### config.mk
export PLATFORM = sky130hd
export DESIGN_NAME = line_command_payload_deframer
export DESIGN_NICKNAME = d
export VERILOG_FILES = /design/src/rtl/lcpd_pkg.sv /design/src/rtl/lcpd_in_stage.sv /design/src/rtl/lcpd_parser.sv /design/src/rtl/line_command_payload_deframer.sv
export SDC_FILE = /design/constraint.sdc
export NUM_CORES = 1
export LEC_CHECK = 0
export ABC_AREA = 1
export BUFFER_PORTS_ARGS = -buffer_cell sky130_fd_sc_hd__buf_2
export CAP_MARGIN = 20
export CORE_UTILIZATION = 49
export DETAILED_ROUTE_END_ITERATION = 16
export GPL_TIMING_DRIVEN = 0
export PLACE_DENSITY = 0.73
export SYNTH_ARGS = -nofsm -noshare
export SYNTH_HDL_FRONTEND = slang
export SYNTH_SLANG_ARGS = --single-unit
### constraint.sdc
create_clock -name clk -period 9.93 [get_ports clk]
set_clock_uncertainty 0.15 [all_clocks]
set_input_delay 0.993 -clock clk [delete_from_list [all_inputs] [get_ports clk]]
set_output_delay 0.993 -clock clk [all_outputs]
set_load 0.05 [all_outputs]
### src/rtl/lcpd_pkg.sv
`timescale 1ns / 1ps
`default_nettype none

package lcpd_pkg;

  // default width of the announced payload size
  localparam int SIZE_BITS_DEF = 24;

  // characters the parser looks for
  localparam logic [7:0] CH_CR    = 8'h0D;
  localparam logic [7:0] CH_LF    = 8'h0A;
  localparam logic [7:0] CH_SP    = 8'h20;
  localparam logic [7:0] CH_ZERO  = 8'h30;
  localparam logic [7:0] CH_NINE  = 8'h39;

  // keyword indexes into the match vector
  localparam int KW_INFO_IDX = 0;
  localparam int KW_MSG_IDX  = 1;
  localparam int KW_PONG_IDX = 2;
  localparam int KW_ERR_IDX  = 3;

  // keyword text, first character in the top byte
  localparam logic [3:0][31:0] KW_TEXT = {"-ERR", "PONG", {"MSG", 8'h00}, "INFO"};
  localparam logic [3:0][2:0]  KW_LEN  = {3'd4, 3'd4, 3'd3, 3'd4};

  // token index that carries the payload size in a message line
  localparam logic [2:0] SIZE_TOKEN = 3'd3;

  typedef enum logic [1:0] {
    MODE_LINE,
    MODE_PAYLOAD,
    MODE_DROP1,
    MODE_DROP2
  } mode_t;

  typedef enum logic [2:0] {
    EV_HANDSHAKE = 3'd0,
    EV_HEADER    = 3'd1,
    EV_PAYLOAD   = 3'd2,
    EV_PONG      = 3'd3,
    EV_ERROR     = 3'd4
  } event_t;

  // one input item as it sits in the input register
  typedef struct packed {
    logic       restart;
    logic [7:0] rx_byte;
  } item_t;

  // character i of keyword k
  function automatic logic [7:0] kw_char(input logic [1:0] k, input logic [1:0] i);
    return KW_TEXT[k][{~i, 3'b000} +: 8];
  endfunction

endpackage : lcpd_pkg

`default_nettype wire

### src/rtl/lcpd_in_stage.sv
`timescale 1ns / 1ps
`default_nettype none

module lcpd_in_stage (
  input  wire logic           clk,
  input  wire logic           rst_n,
  input  wire logic           in_valid,
  output logic                in_ready,
  input  wire lcpd_pkg::item_t in_item,
  output logic                stg_valid,
  input  wire logic           stg_ready,
  output lcpd_pkg::item_t     stg_item
);
  import lcpd_pkg::*;

  logic  valid_r;
  item_t item_r;

  // register refills when empty or when its content moves on
  assign in_ready  = !valid_r || stg_ready;
  assign stg_valid = valid_r;
  assign stg_item  = item_r;

  always_ff @(posedge clk) begin
    if (!rst_n) begin
      valid_r <= 1'b0;
    end else if (in_ready) begin
      valid_r <= in_valid;
    end
  end

  always_ff @(posedge clk) begin
    if (in_ready && in_valid) begin
      item_r <= in_item;
    end
  end

endmodule : lcpd_in_stage

`default_nettype wire

### src/rtl/lcpd_parser.sv
`timescale 1ns / 1ps
`default_nettype none

module lcpd_parser #(
  parameter int SIZE_BITS = lcpd_pkg::SIZE_BITS_DEF
) (
  input  wire logic            clk,
  input  wire logic            rst_n,
  input  wire logic            stg_valid,
  output logic                 stg_ready,
  input  wire lcpd_pkg::item_t stg_item,
  output logic                 out_valid,
  input  wire logic            out_ready,
  output lcpd_pkg::event_t     out_event_kind,
  output logic [7:0]           out_payload_byte,
  output logic [SIZE_BITS-1:0] out_payload_size,
  output logic                 out_last_byte
);
  import lcpd_pkg::*;

  // per-line parse state
  typedef struct packed {
    logic                 pend_cr;
    logic [2:0]           tok_cnt;
    logic [2:0]           tok_pos;
    logic [3:0]           kw;
    logic [SIZE_BITS-1:0] acc;
    logic                 ok;
  } line_t;

  localparam line_t LINE_CLEAR = '{pend_cr: 1'b0, tok_cnt: 3'd0, tok_pos: 3'd0,
                                   kw: 4'hF, acc: '0, ok: 1'b0};

  // drop keywords whose length differs from the finished first token
  function automatic logic [3:0] kw_finish(input logic [3:0] kw, input logic [2:0] pos);
    logic [3:0] r;
    r = kw;
    for (int k = 0; k < 4; k++) begin
      if (pos != KW_LEN[k]) r[k] = 1'b0;
    end
    return r;
  endfunction

  // drop keywords that do not have byte b at position pos
  function automatic logic [3:0] kw_step(input logic [3:0] kw, input logic [2:0] pos,
                                         input logic [7:0] b);
    logic [3:0] r;
    r = kw;
    for (int k = 0; k < 4; k++) begin
      if (pos >= KW_LEN[k] || kw_char(k[1:0], pos[1:0]) != b) r[k] = 1'b0;
    end
    return r;
  endfunction

  // one ordinary line byte applied to the line state
  function automatic line_t line_byte(input line_t s, input logic [7:0] b);
    line_t                r;
    logic [SIZE_BITS-1:0] base_acc;
    logic                 base_ok;
    logic                 digit;
    logic [SIZE_BITS+3:0] wide;
    logic [SIZE_BITS+3:0] prod;
    r        = s;
    base_acc = (s.tok_pos == 3'd0) ? '0 : s.acc;
    base_ok  = (s.tok_pos == 3'd0) ? 1'b1 : s.ok;
    digit    = (b >= CH_ZERO) && (b <= CH_NINE);
    wide     = {4'b0000, base_acc};
    prod     = (wide << 3) + (wide << 1) + {{SIZE_BITS{1'b0}}, b[3:0]};
    if (b == CH_SP) begin
      if (s.tok_cnt == 3'd0) r.kw = kw_finish(s.kw, s.tok_pos);
      if (s.tok_cnt != 3'd7) r.tok_cnt = s.tok_cnt + 3'd1;
      r.tok_pos = 3'd0;
      if (r.tok_cnt == SIZE_TOKEN) begin
        r.acc = '0;
        r.ok  = 1'b0;
      end
    end else begin
      if (s.tok_cnt == 3'd0) begin
        r.kw = kw_step(s.kw, s.tok_pos, b);
      end else if (s.tok_cnt == SIZE_TOKEN) begin
        if (digit) begin
          r.acc = base_acc;
          r.ok  = base_ok;
          if (base_ok) begin
            if (prod[SIZE_BITS+3:SIZE_BITS] != 4'd0) r.ok = 1'b0;
            else r.acc = prod[SIZE_BITS-1:0];
          end
        end else begin
          r.ok = 1'b0;
        end
      end
      if (s.tok_pos != 3'd7) r.tok_pos = s.tok_pos + 3'd1;
    end
    return r;
  endfunction

  mode_t                mode_r,  mode_nxt;
  line_t                line_r,  line_nxt;
  logic [SIZE_BITS-1:0] left_r,  left_nxt;
  logic                 hs_r,    hs_nxt;

  logic                 out_valid_r;
  event_t               kind_r;
  logic [7:0]           byte_r;
  logic [SIZE_BITS-1:0] size_r;
  logic                 last_r;

  logic                 go;
  logic [7:0]           b;
  logic                 eol;
  line_t                line_cr;
  line_t                line_step;
  logic [3:0]           kw_end;
  logic                 hit_hs, msg_line, hit_msg, hit_pong, hit_err;
  logic [SIZE_BITS-1:0] left_dec;

  logic                 res_v;
  event_t               res_kind;
  logic [7:0]           res_byte;
  logic [SIZE_BITS-1:0] res_size;
  logic                 res_last;

  // an item is worked on when the result register can take its result
  assign stg_ready = !out_valid_r || out_ready;
  assign go        = stg_valid && stg_ready;
  assign b         = stg_item.rx_byte;
  assign eol       = line_r.pend_cr && (b == CH_LF);
  assign left_dec  = (left_r != '0) ? left_r - 1'b1 : left_r;

  // line byte path: a held CR that was not followed by LF counts as data first
  always_comb begin
    line_cr = line_r;
    if (line_r.pend_cr) begin
      line_cr         = line_byte(line_r, CH_CR);
      line_cr.pend_cr = 1'b0;
    end
    if (b == CH_CR) begin
      line_step         = line_cr;
      line_step.pend_cr = 1'b1;
    end else begin
      line_step = line_byte(line_cr, b);
    end
  end

  // line classification at CR LF, in priority order
  always_comb begin
    kw_end   = (line_r.tok_cnt == 3'd0) ? kw_finish(line_r.kw, line_r.tok_pos) : line_r.kw;
    hit_hs   = kw_end[KW_INFO_IDX] && !hs_r;
    msg_line = !hit_hs && (line_r.tok_cnt == SIZE_TOKEN) && kw_end[KW_MSG_IDX];
    hit_msg  = msg_line && line_r.ok;
    hit_pong = !hit_hs && !msg_line && kw_end[KW_PONG_IDX];
    hit_err  = !hit_hs && !msg_line && !kw_end[KW_PONG_IDX] && kw_end[KW_ERR_IDX];
  end

  // next state
  always_comb begin
    mode_nxt = mode_r;
    line_nxt = line_r;
    left_nxt = left_r;
    hs_nxt   = hs_r;
    if (go) begin
      if (stg_item.restart) begin
        hs_nxt = 1'b0;
      end else begin
        unique case (mode_r)
          MODE_PAYLOAD: begin
            left_nxt = left_dec;
            if (left_dec == '0) mode_nxt = MODE_DROP1;
          end
          MODE_DROP1: mode_nxt = MODE_DROP2;
          MODE_DROP2: mode_nxt = MODE_LINE;
          MODE_LINE: begin
            if (eol) begin
              line_nxt = LINE_CLEAR;
              if (hit_hs) hs_nxt = 1'b1;
              if (hit_msg) begin
                left_nxt = line_r.acc;
                mode_nxt = (line_r.acc != '0) ? MODE_PAYLOAD : MODE_DROP1;
              end
            end else begin
              line_nxt = line_step;
            end
          end
          default: mode_nxt = MODE_LINE;
        endcase
      end
    end
  end

  // result of the item
  always_comb begin
    res_v    = 1'b0;
    res_kind = EV_HANDSHAKE;
    res_byte = 8'd0;
    res_size = '0;
    res_last = 1'b0;
    if (!stg_item.restart) begin
      unique case (mode_r)
        MODE_PAYLOAD: begin
          res_v    = 1'b1;
          res_kind = EV_PAYLOAD;
          res_byte = b;
          res_last = (left_r == SIZE_BITS'(1));
        end
        MODE_LINE: begin
          if (eol) begin
            priority if (hit_hs) begin
              res_v = 1'b1;
            end else if (hit_msg) begin
              res_v    = 1'b1;
              res_kind = EV_HEADER;
              res_size = line_r.acc;
            end else if (hit_pong) begin
              res_v    = 1'b1;
              res_kind = EV_PONG;
            end else if (hit_err) begin
              res_v    = 1'b1;
              res_kind = EV_ERROR;
            end else begin
              res_v = 1'b0;
            end
          end
        end
        MODE_DROP1, MODE_DROP2: res_v = 1'b0;
        default: res_v = 1'b0;
      endcase
    end
  end

  // parse state registers
  always_ff @(posedge clk) begin
    if (!rst_n) begin
      mode_r <= MODE_LINE;
      line_r <= LINE_CLEAR;
      left_r <= '0;
      hs_r   <= 1'b0;
    end else begin
      mode_r <= mode_nxt;
      line_r <= line_nxt;
      left_r <= left_nxt;
      hs_r   <= hs_nxt;
    end
  end

  // result register
  always_ff @(posedge clk) begin
    if (!rst_n) begin
      out_valid_r <= 1'b0;
    end else if (stg_ready) begin
      out_valid_r <= go && res_v;
    end
  end

  always_ff @(posedge clk) begin
    if (go && res_v) begin
      kind_r <= res_kind;
      byte_r <= res_byte;
      size_r <= res_size;
      last_r <= res_last;
    end
  end

  assign out_valid        = out_valid_r;
  assign out_event_kind   = kind_r;
  assign out_payload_byte = byte_r;
  assign out_payload_size = size_r;
  assign out_last_byte    = last_r;

endmodule : lcpd_parser

`default_nettype wire

### src/rtl/line_command_payload_deframer.sv
// Path: an accepted byte waits in the input register; the parser takes it from there and, when it
//   yields a result, loads the result register once that register can take it.
// Throughput: one byte per cycle while out_ready is high; the parse state updates in one pass
//   per byte and the input and result registers let a new transfer in while a result waits.
// Reset: synchronous, active low; clears parse mode, line state, byte count,
//   handshake mark and both valid flags. No clearing pass.
`timescale 1ns / 1ps
`default_nettype none

module line_command_payload_deframer #(
  parameter int SIZE_BITS = lcpd_pkg::SIZE_BITS_DEF
) (
  input  wire logic            clk,
  input  wire logic            rst_n,
  input  wire logic            in_valid,
  output logic                 in_ready,
  input  wire logic [7:0]      in_rx_byte,
  input  wire logic            in_restart,
  output logic                 out_valid,
  input  wire logic            out_ready,
  output logic [2:0]           out_event_kind,
  output logic [7:0]           out_payload_byte,
  output logic [SIZE_BITS-1:0] out_payload_size,
  output logic                 out_last_byte
);
  import lcpd_pkg::*;

  item_t  in_item;
  item_t  stg_item;
  logic   stg_valid;
  logic   stg_ready;
  event_t kind;

  assign in_item.rx_byte = in_rx_byte;
  assign in_item.restart = in_restart;

  // input register
  lcpd_in_stage u_in_stage (
    .clk       (clk),
    .rst_n     (rst_n),
    .in_valid  (in_valid),
    .in_ready  (in_ready),
    .in_item   (in_item),
    .stg_valid (stg_valid),
    .stg_ready (stg_ready),
    .stg_item  (stg_item)
  );

  // framing, classification and result register
  lcpd_parser #(
    .SIZE_BITS (SIZE_BITS)
  ) u_parser (
    .clk              (clk),
    .rst_n            (rst_n),
    .stg_valid        (stg_valid),
    .stg_ready        (stg_ready),
    .stg_item         (stg_item),
    .out_valid        (out_valid),
    .out_ready        (out_ready),
    .out_event_kind   (kind),
    .out_payload_byte (out_payload_byte),
    .out_payload_size (out_payload_size),
    .out_last_byte    (out_last_byte)
  );

  assign out_event_kind = kind;

endmodule : line_command_payload_deframer

`default_nettype wire
== Yosys cells after proc, flatten, opt, wreduce, memory -nomap -nowiden ==
Cells that the tools add are included.

* Bits in registers: 110
* Input bits: 13
* Output and inout port bits: 38

* Add/subtract/negate cells: 6
* Order comparisons: 6
* Eq/ne operators: 28
* Shift operators: 8
* Mux-type cells: 68
* Bitwise gates (word level): 7
* Reductions and logical operators: 48

{| class="wikitable"
|+ Operators by type and width
! cell !! count
|-
| $shiftx A32 B6 Y8 const A || 8
|-
| $mux W24 || 6
|-
| $mux W25 || 4
|-
| $mux W36 || 2
|-
| $mux W32 || 2
|-
| $pmux W24 S2 || 1
|-
| $reduce_bool A24 Y1 || 2
|-
| $mux W3 || 11
|-
| $ne A8 B4 Y1 const B || 4
|-
| $ne A8 B8 Y1 || 4
|-
| $mux W1 || 31
|-
| $add A27 B25 Y28 || 1
|-
| $add A28 B4 Y28 || 1
|-
| $eq A24 B1 Y1 const B || 1
|-
| $logic_not A24 Y1 || 1
|-
| $sub A24 B1 Y24 const B || 1
|-
| $eq A8 B4 Y1 const B || 2
|-
| $mux W4 || 4
|-
| $ne A3 B3 Y1 const B || 5
|-
| $logic_and A1 B1 Y1 || 13
|-
| $logic_or A1 B1 Y1 || 10
|-
| $reduce_and A5 Y1 || 2
|-
| $add A3 B1 Y3 const B || 3
|-
| $eq A3 B2 Y1 const B || 3
|-
| 24 further kinds || 49
|}

== Logic depth before layout (Yosys ltp) ==
* Depth in word-level cells: 20
* Depth in mapped cells: 33
* Depth with buffers taken out: 29

== Modules after synthesis ==
From an unflattened synthesis, not the netlist that was laid out.

* Cells, all modules: 1230
* Area total of the unflattened synthesis: 8465.6 sq um

{| class="wikitable"
|+ By module, submodules not included
! module !! instances !! cells each !! area an instance (sq um)
|-
| lcpd_parser || 1 || 1214 || 8144.1
|-
| lcpd_in_stage || 1 || 16 || 321.6
|}

== Least setup slack after synthesis ==
OpenSTA, ideal clock, no wires.

* Kind: reg-to-reg
* From: reg u_parser.line_r[29] (netlist name)
* To: reg u_parser.line_r[15] (netlist name)
* Library setup time: 0.068 ns
* Arrival: 4.433 ns
* Data required time: 9.712 ns
* Path slack: 5.280 ns
* Cell stages (with the launch flop): 32
* Buffers on the path: 6
* Period minus slack after synthesis: 4.650 ns
* Cells stage by stage: dfxtp_1 > inv_1 > ha_1 > o21ai_0 > ha_1 > clkbuf_1 > nand2_1 > buf_4 > clkbuf_1 > nand2_1 > inv_1 > ha_1 > ha_1 > inv_1 > fa_1 > inv_1 > nand2_1 > nand2_1 > nand3_1 > nand2_1 > nand2_1 > nand3_1 > nand2_1 > nand2_1 > nor2_1 > and2_4 > buf_6 > buf_6 > buf_6 > o211ai_2 > nand2_1 > a21oi_2

* Word-level cells in the longest chain between the ends: 16
* Elaborated cells on any way between the ends: 18
* Classes of those cells: add/sub (3); eq/ne (1); mux (12); reduce/logical (2)

{| class="wikitable"
|+ Ends and longest elaborated chain
! element !! RTL line !! source
|-
| from (decl) || lcpd_parser.sv:98 || <nowiki>line_t line_r, line_nxt;</nowiki>
|-
| from (signal assigned) || lcpd_parser.sv:239 || <nowiki>line_r <= line_nxt;</nowiki>
|-
| $add A3 B1 Y3 / $ne A3 B3 Y1 (equally long branches) || lcpd_parser.sv:92 || <nowiki>if (s.tok_pos != 3'd7) r.tok_pos = s.tok_pos + 3'd1;</nowiki>
|-
| $mux W3 || lcpd_parser.sv:92 ||
|-
| $mux W32 * || lcpd_parser.sv:133 || <nowiki>if (line_r.pend_cr) begin</nowiki>
|-
| $logic_not A3 Y1 * || lcpd_parser.sv:64, lcpd_parser.sv:65 ||
|-
| $mux W24 || lcpd_parser.sv:64 || <nowiki>base_acc = (s.tok_pos == 3'd0) ? '0 : s.acc;</nowiki>
|-
| $add A27 B25 Y28 || lcpd_parser.sv:68 || <nowiki>prod = (wide << 3) + (wide << 1) + {{SIZE_BITS{1'b0}}, b[3:0]};</nowiki>
|-
| $add A28 B4 Y28 || lcpd_parser.sv:68 ||
|-
| $reduce_bool A4 Y1 || lcpd_parser.sv:85 || <nowiki>if (prod[SIZE_BITS+3:SIZE_BITS] != 4'd0) r.ok = 1'b0;</nowiki>
|-
| $mux W24 || lcpd_parser.sv:85 ||
|-
| $mux W25 * || lcpd_parser.sv:84 || <nowiki>if (base_ok) begin</nowiki>
|-
| $mux W24 * || lcpd_parser.sv:81 || <nowiki>if (digit) begin</nowiki>
|-
| $mux W25 * || lcpd_parser.sv:80 || <nowiki>end else if (s.tok_cnt == SIZE_TOKEN) begin</nowiki>
|-
| $mux W25 * || lcpd_parser.sv:78 || <nowiki>if (s.tok_cnt == 3'd0) begin</nowiki>
|-
| $mux W32 * || lcpd_parser.sv:69 || <nowiki>if (b == CH_SP) begin</nowiki>
|-
| $mux W36 * || lcpd_parser.sv:137 || <nowiki>if (b == CH_CR) begin</nowiki>
|-
| $mux W36 * || lcpd_parser.sv:173 || <nowiki>if (eol) begin</nowiki>
|}

Every way passes the cells marked *; elsewhere a longest branch is shown, timed or not.
A chain may end at the register's enable or synchronous reset.

== Worst setup path after layout ==
* From: reg u_parser.line_r[29] (netlist name)
* To: reg u_parser.line_r[16] (netlist name)

Same word-level chain as after synthesis.

==> out/results.ini <==
[outcome]
run_status = finished clean

[finish]
layout.cells.most_common = sky130_fd_sc_hd__nand2_1
final_cell_mix = 331 x sky130_fd_sc_hd__nand2_1, 170 x sky130_fd_sc_hd__inv_1, 142 x sky130_fd_sc_hd__nor2_1
drive_above_1_share_pct = 9.08
final-seq-area_sq_um = 2650
final_cell_count_no_fill = 1520
multiInputGateArea_sq_um = 4880
insertedDiodeCount = 0
area_growth_pct = 10.1
layout.nets = 1365
filler_cells_inserted = 1650

[global_routing]
grt_pass1_vias = 7511
first_pass_grt_wire_length_um = 36600
grt_overflow = 0
grt_max_degree = 26
globalRouteTotalUtil_pct = 25.7
number_of_antenna_violations_at_the_first_check_in_global_routing = 0

[synth]
postSynthCellCount = 1233
synth.cell_area_sq_um = 8390
syn_nets = 1303
yosysUniqueCellTypes = 49
yosys_register_bits = 110
ys_seq_area_share_pct = 31.6
synth.area.top_cells = sky130_fd_sc_hd__edfxtp_1 16%, sky130_fd_sc_hd__dfxtp_1 16%, sky130_fd_sc_hd__nand2_1 15%
yosysTopAreaCellShare_pct = 16.1
post_synth.cell_area_avg_sq_um = 6.81
ys.warnings.count = 0
synth_async_sr_flop_share_pct = 0
dominantRegCellSynth = sky130_fd_sc_hd__dfxtp_1
synth_top_area_cell = sky130_fd_sc_hd__edfxtp_1
synth_edf_count = 45

[routing]
drt_drc_violations_left = 0
finalWirelength_um = 22000
drt_pass1_iterations = 7
wl_per_cell_um = 14.5
detailed_router_s_first_iteration_violation_count = 701
ant_nets = 0
via_count = 8029
route.detailed.vias_per_inst = 5.28

[min_path]
hold_class = reg2reg
timing.hold.worst.start = u_parser.line_r[26]

[setup_path]
cp.arrival_ns = 5.93
cp.required_ns = 10.00
worstSetupStartpointType = register
critical_path.reg2reg.startpoint = u_parser.line_r[29]
max_stage_delay_ns = 0.62
cp-startpoint = u_parser.line_r[29]
worst-setup-path-type = reg2reg
crit_top_cell = sky130_fd_sc_hd__nand2_1
critical_path_peak_fanout = 10
timing.critical_path.slowest_stage_cell = sky130_fd_sc_hd__o21ai_0
end_kind = register

[floorplanning]
dieHeight_um = 133
core_area_sq_um = 16600
die_area_sq_um = 17700
die_x_um = 133
design.portCount = 51
starting_density_pct = 50.4
placementRows = 47

[placement]
detailedPlace.worstSlack_ns = 4.09
hpwlAfterDp_um = 18000
post-place-cells = 1504
placement.io_buffers = 50
gp_routability_congestion = 0.950

[clocking]
clock_sink_count = 110
cts_tree = yes
cts.htree.levels = 3
clkLatencyLatePin_ns = 0.36
clock_path_buffers = 2
postCtsResizedCells = 0
cts_post_setup_buffers_inserted = 0
worst_path_clk_slew_ns = 0.07
cts_hold_bufs = 0
clockRootBuffer = sky130_fd_sc_hd__clkbuf_16
numCtsBuffers = 9

[sta]
finalCriticalPeriod_ns = 5.86
worst_slew_margin_rel_pct = 24.5
layout_worst_path_cycle_share_pct = 59.0
unrepaired_setup_endpoints_after_global_routing = no
timing.setup.tns_ns = 0
timing_max_transition_violations_final = 0
postLayoutSetupSlackWorst_ns = 4.07
setup_violations = 0
number_of_hold_violations_in_the_final_report = 0
max_slew.worst_pin.slew_ns = 1.12
achievable-frequency_mhz = 171

[power]
static-leakage-power_nw = 4.65
vdd.ir_drop.worst_mv = 0.0764
power_density_nw_per_um2 = 101
finalPower_uw = 932

[run]
maxcap_violations = 0

## cell type report
class	count	area share, %
multi-input cells	906	52.8
flip-flops and latches	110	28.7
inverters	180	7.33
repair buffers	51	3.01
well taps	220	2.98
clock buffers	11	2.53
plain buffers	37	1.98
clock inverters	5	0.637
## registers in the layout, summed over array words and instances (netlist names)
name	count
u_in_stage.stg_item	9
u_in_stage.stg_valid	1
u_parser.hs_r	1
u_parser.left_r	24
u_parser.line_r	36
u_parser.mode_r	2
u_parser.out_event_kind	3
u_parser.out_last_byte	1
u_parser.out_payload_byte	8
u_parser.out_payload_size	24
u_parser.out_valid	1
## cell families (layout without fill, tap and decap cells)
| group | Yosys count | in the layout | synth area share, % |
|---|---|---|---|
| fa+ha+maj | 57 | 57 | 8.59 |
| xor+xnor | 46 | 46 | 4.80 |
| buf+inv | 217 | 284 | 10.2 |
| flops | 110 | 110 | 31.6 |
| simple gates | 588 | 588 | 29.1 |
| compound gates | 215 | 215 | 15.7 |
## worst max-delay path, delay by kind of cell (launching register included)
kind	cells	cell delay, ns
simple gates	12	1.57
buf+inv	10	1.48
fa+ha+maj	5	1.41
compound gates	3	0.75
flops	1	0.38
## worst paths after layout
path / end / slack (ns) / depth (start not counted)
setup reg to reg: u_parser.line_r[16] / 4.07 / 30
hold / removal: u_parser.line_r[26] / 0.30 / 2
hold reg to reg: u_parser.line_r[26] / 0.30 / 2
setup / recovery: u_parser.line_r[16] / 4.07 / 30
## metal layers
metal	GRT usage [%]	routed length (um)
met1	36.9	10800
met2	41.3	9830
met3	2.57	1050
met4	6.32	289
met5	0	0
## cell usage after synthesis, types with 2 or more instances
library cell	instances
sky130_fd_sc_hd__inv_1	170
sky130_fd_sc_hd__xor2_1	28
sky130_fd_sc_hd__clkinv_1	3
sky130_fd_sc_hd__nor3_1	8
sky130_fd_sc_hd__nand4_1	17
sky130_fd_sc_hd__a31oi_1	12
sky130_fd_sc_hd__a21oi_2	11
sky130_fd_sc_hd__nor4_1	7
sky130_fd_sc_hd__o21ai_0	55
sky130_fd_sc_hd__clkbuf_1	24
sky130_fd_sc_hd__inv_2	6
sky130_fd_sc_hd__nor2_2	2
sky130_fd_sc_hd__o211ai_2	10
sky130_fd_sc_hd__nor2_1	142
sky130_fd_sc_hd__edfxtp_1	45
sky130_fd_sc_hd__buf_4	4
sky130_fd_sc_hd__and2_1	7
sky130_fd_sc_hd__buf_6	3
sky130_fd_sc_hd__o211ai_1	12
sky130_fd_sc_hd__xnor2_1	18
sky130_fd_sc_hd__o31ai_1	3
sky130_fd_sc_hd__buf_2	5
sky130_fd_sc_hd__ha_1	56
sky130_fd_sc_hd__a32oi_1	2
sky130_fd_sc_hd__nand2_1	331
sky130_fd_sc_hd__nor3_2	2
sky130_fd_sc_hd__a221oi_1	10
sky130_fd_sc_hd__a21oi_1	89
sky130_fd_sc_hd__o21bai_1	3
sky130_fd_sc_hd__nand3_1	62
sky130_fd_sc_hd__nor2_4	2
sky130_fd_sc_hd__dfxtp_1	65
sky130_fd_sc_hd__o22ai_1	3
## report_power, final
group,total [mW],internal (mW),leakage [nW],switching [mW]
clock,0.366,0.198,0.147,0.168
combinational,0.0903,0.0291,3.47,0.0612
sequential,0.476,0.472,1.03,0.00444
total,0.932,0.699,4.65,0.233
## per-stage QoR
step / area, sq um / util [%] / hold slack [ns]
floorplan: 8390 / - / 0.269
global placement: 8920 / 53.6 / 0.279
detailed placement: 8940 / 53.7 / 0.283
CTS: 9240 / 55.5 / 0.297
global route: 9240 / 55.5 / 0.316
finish: 9240 / 55.5 / 0.299
Note: power is estimated with default switching activity, not from simulation.
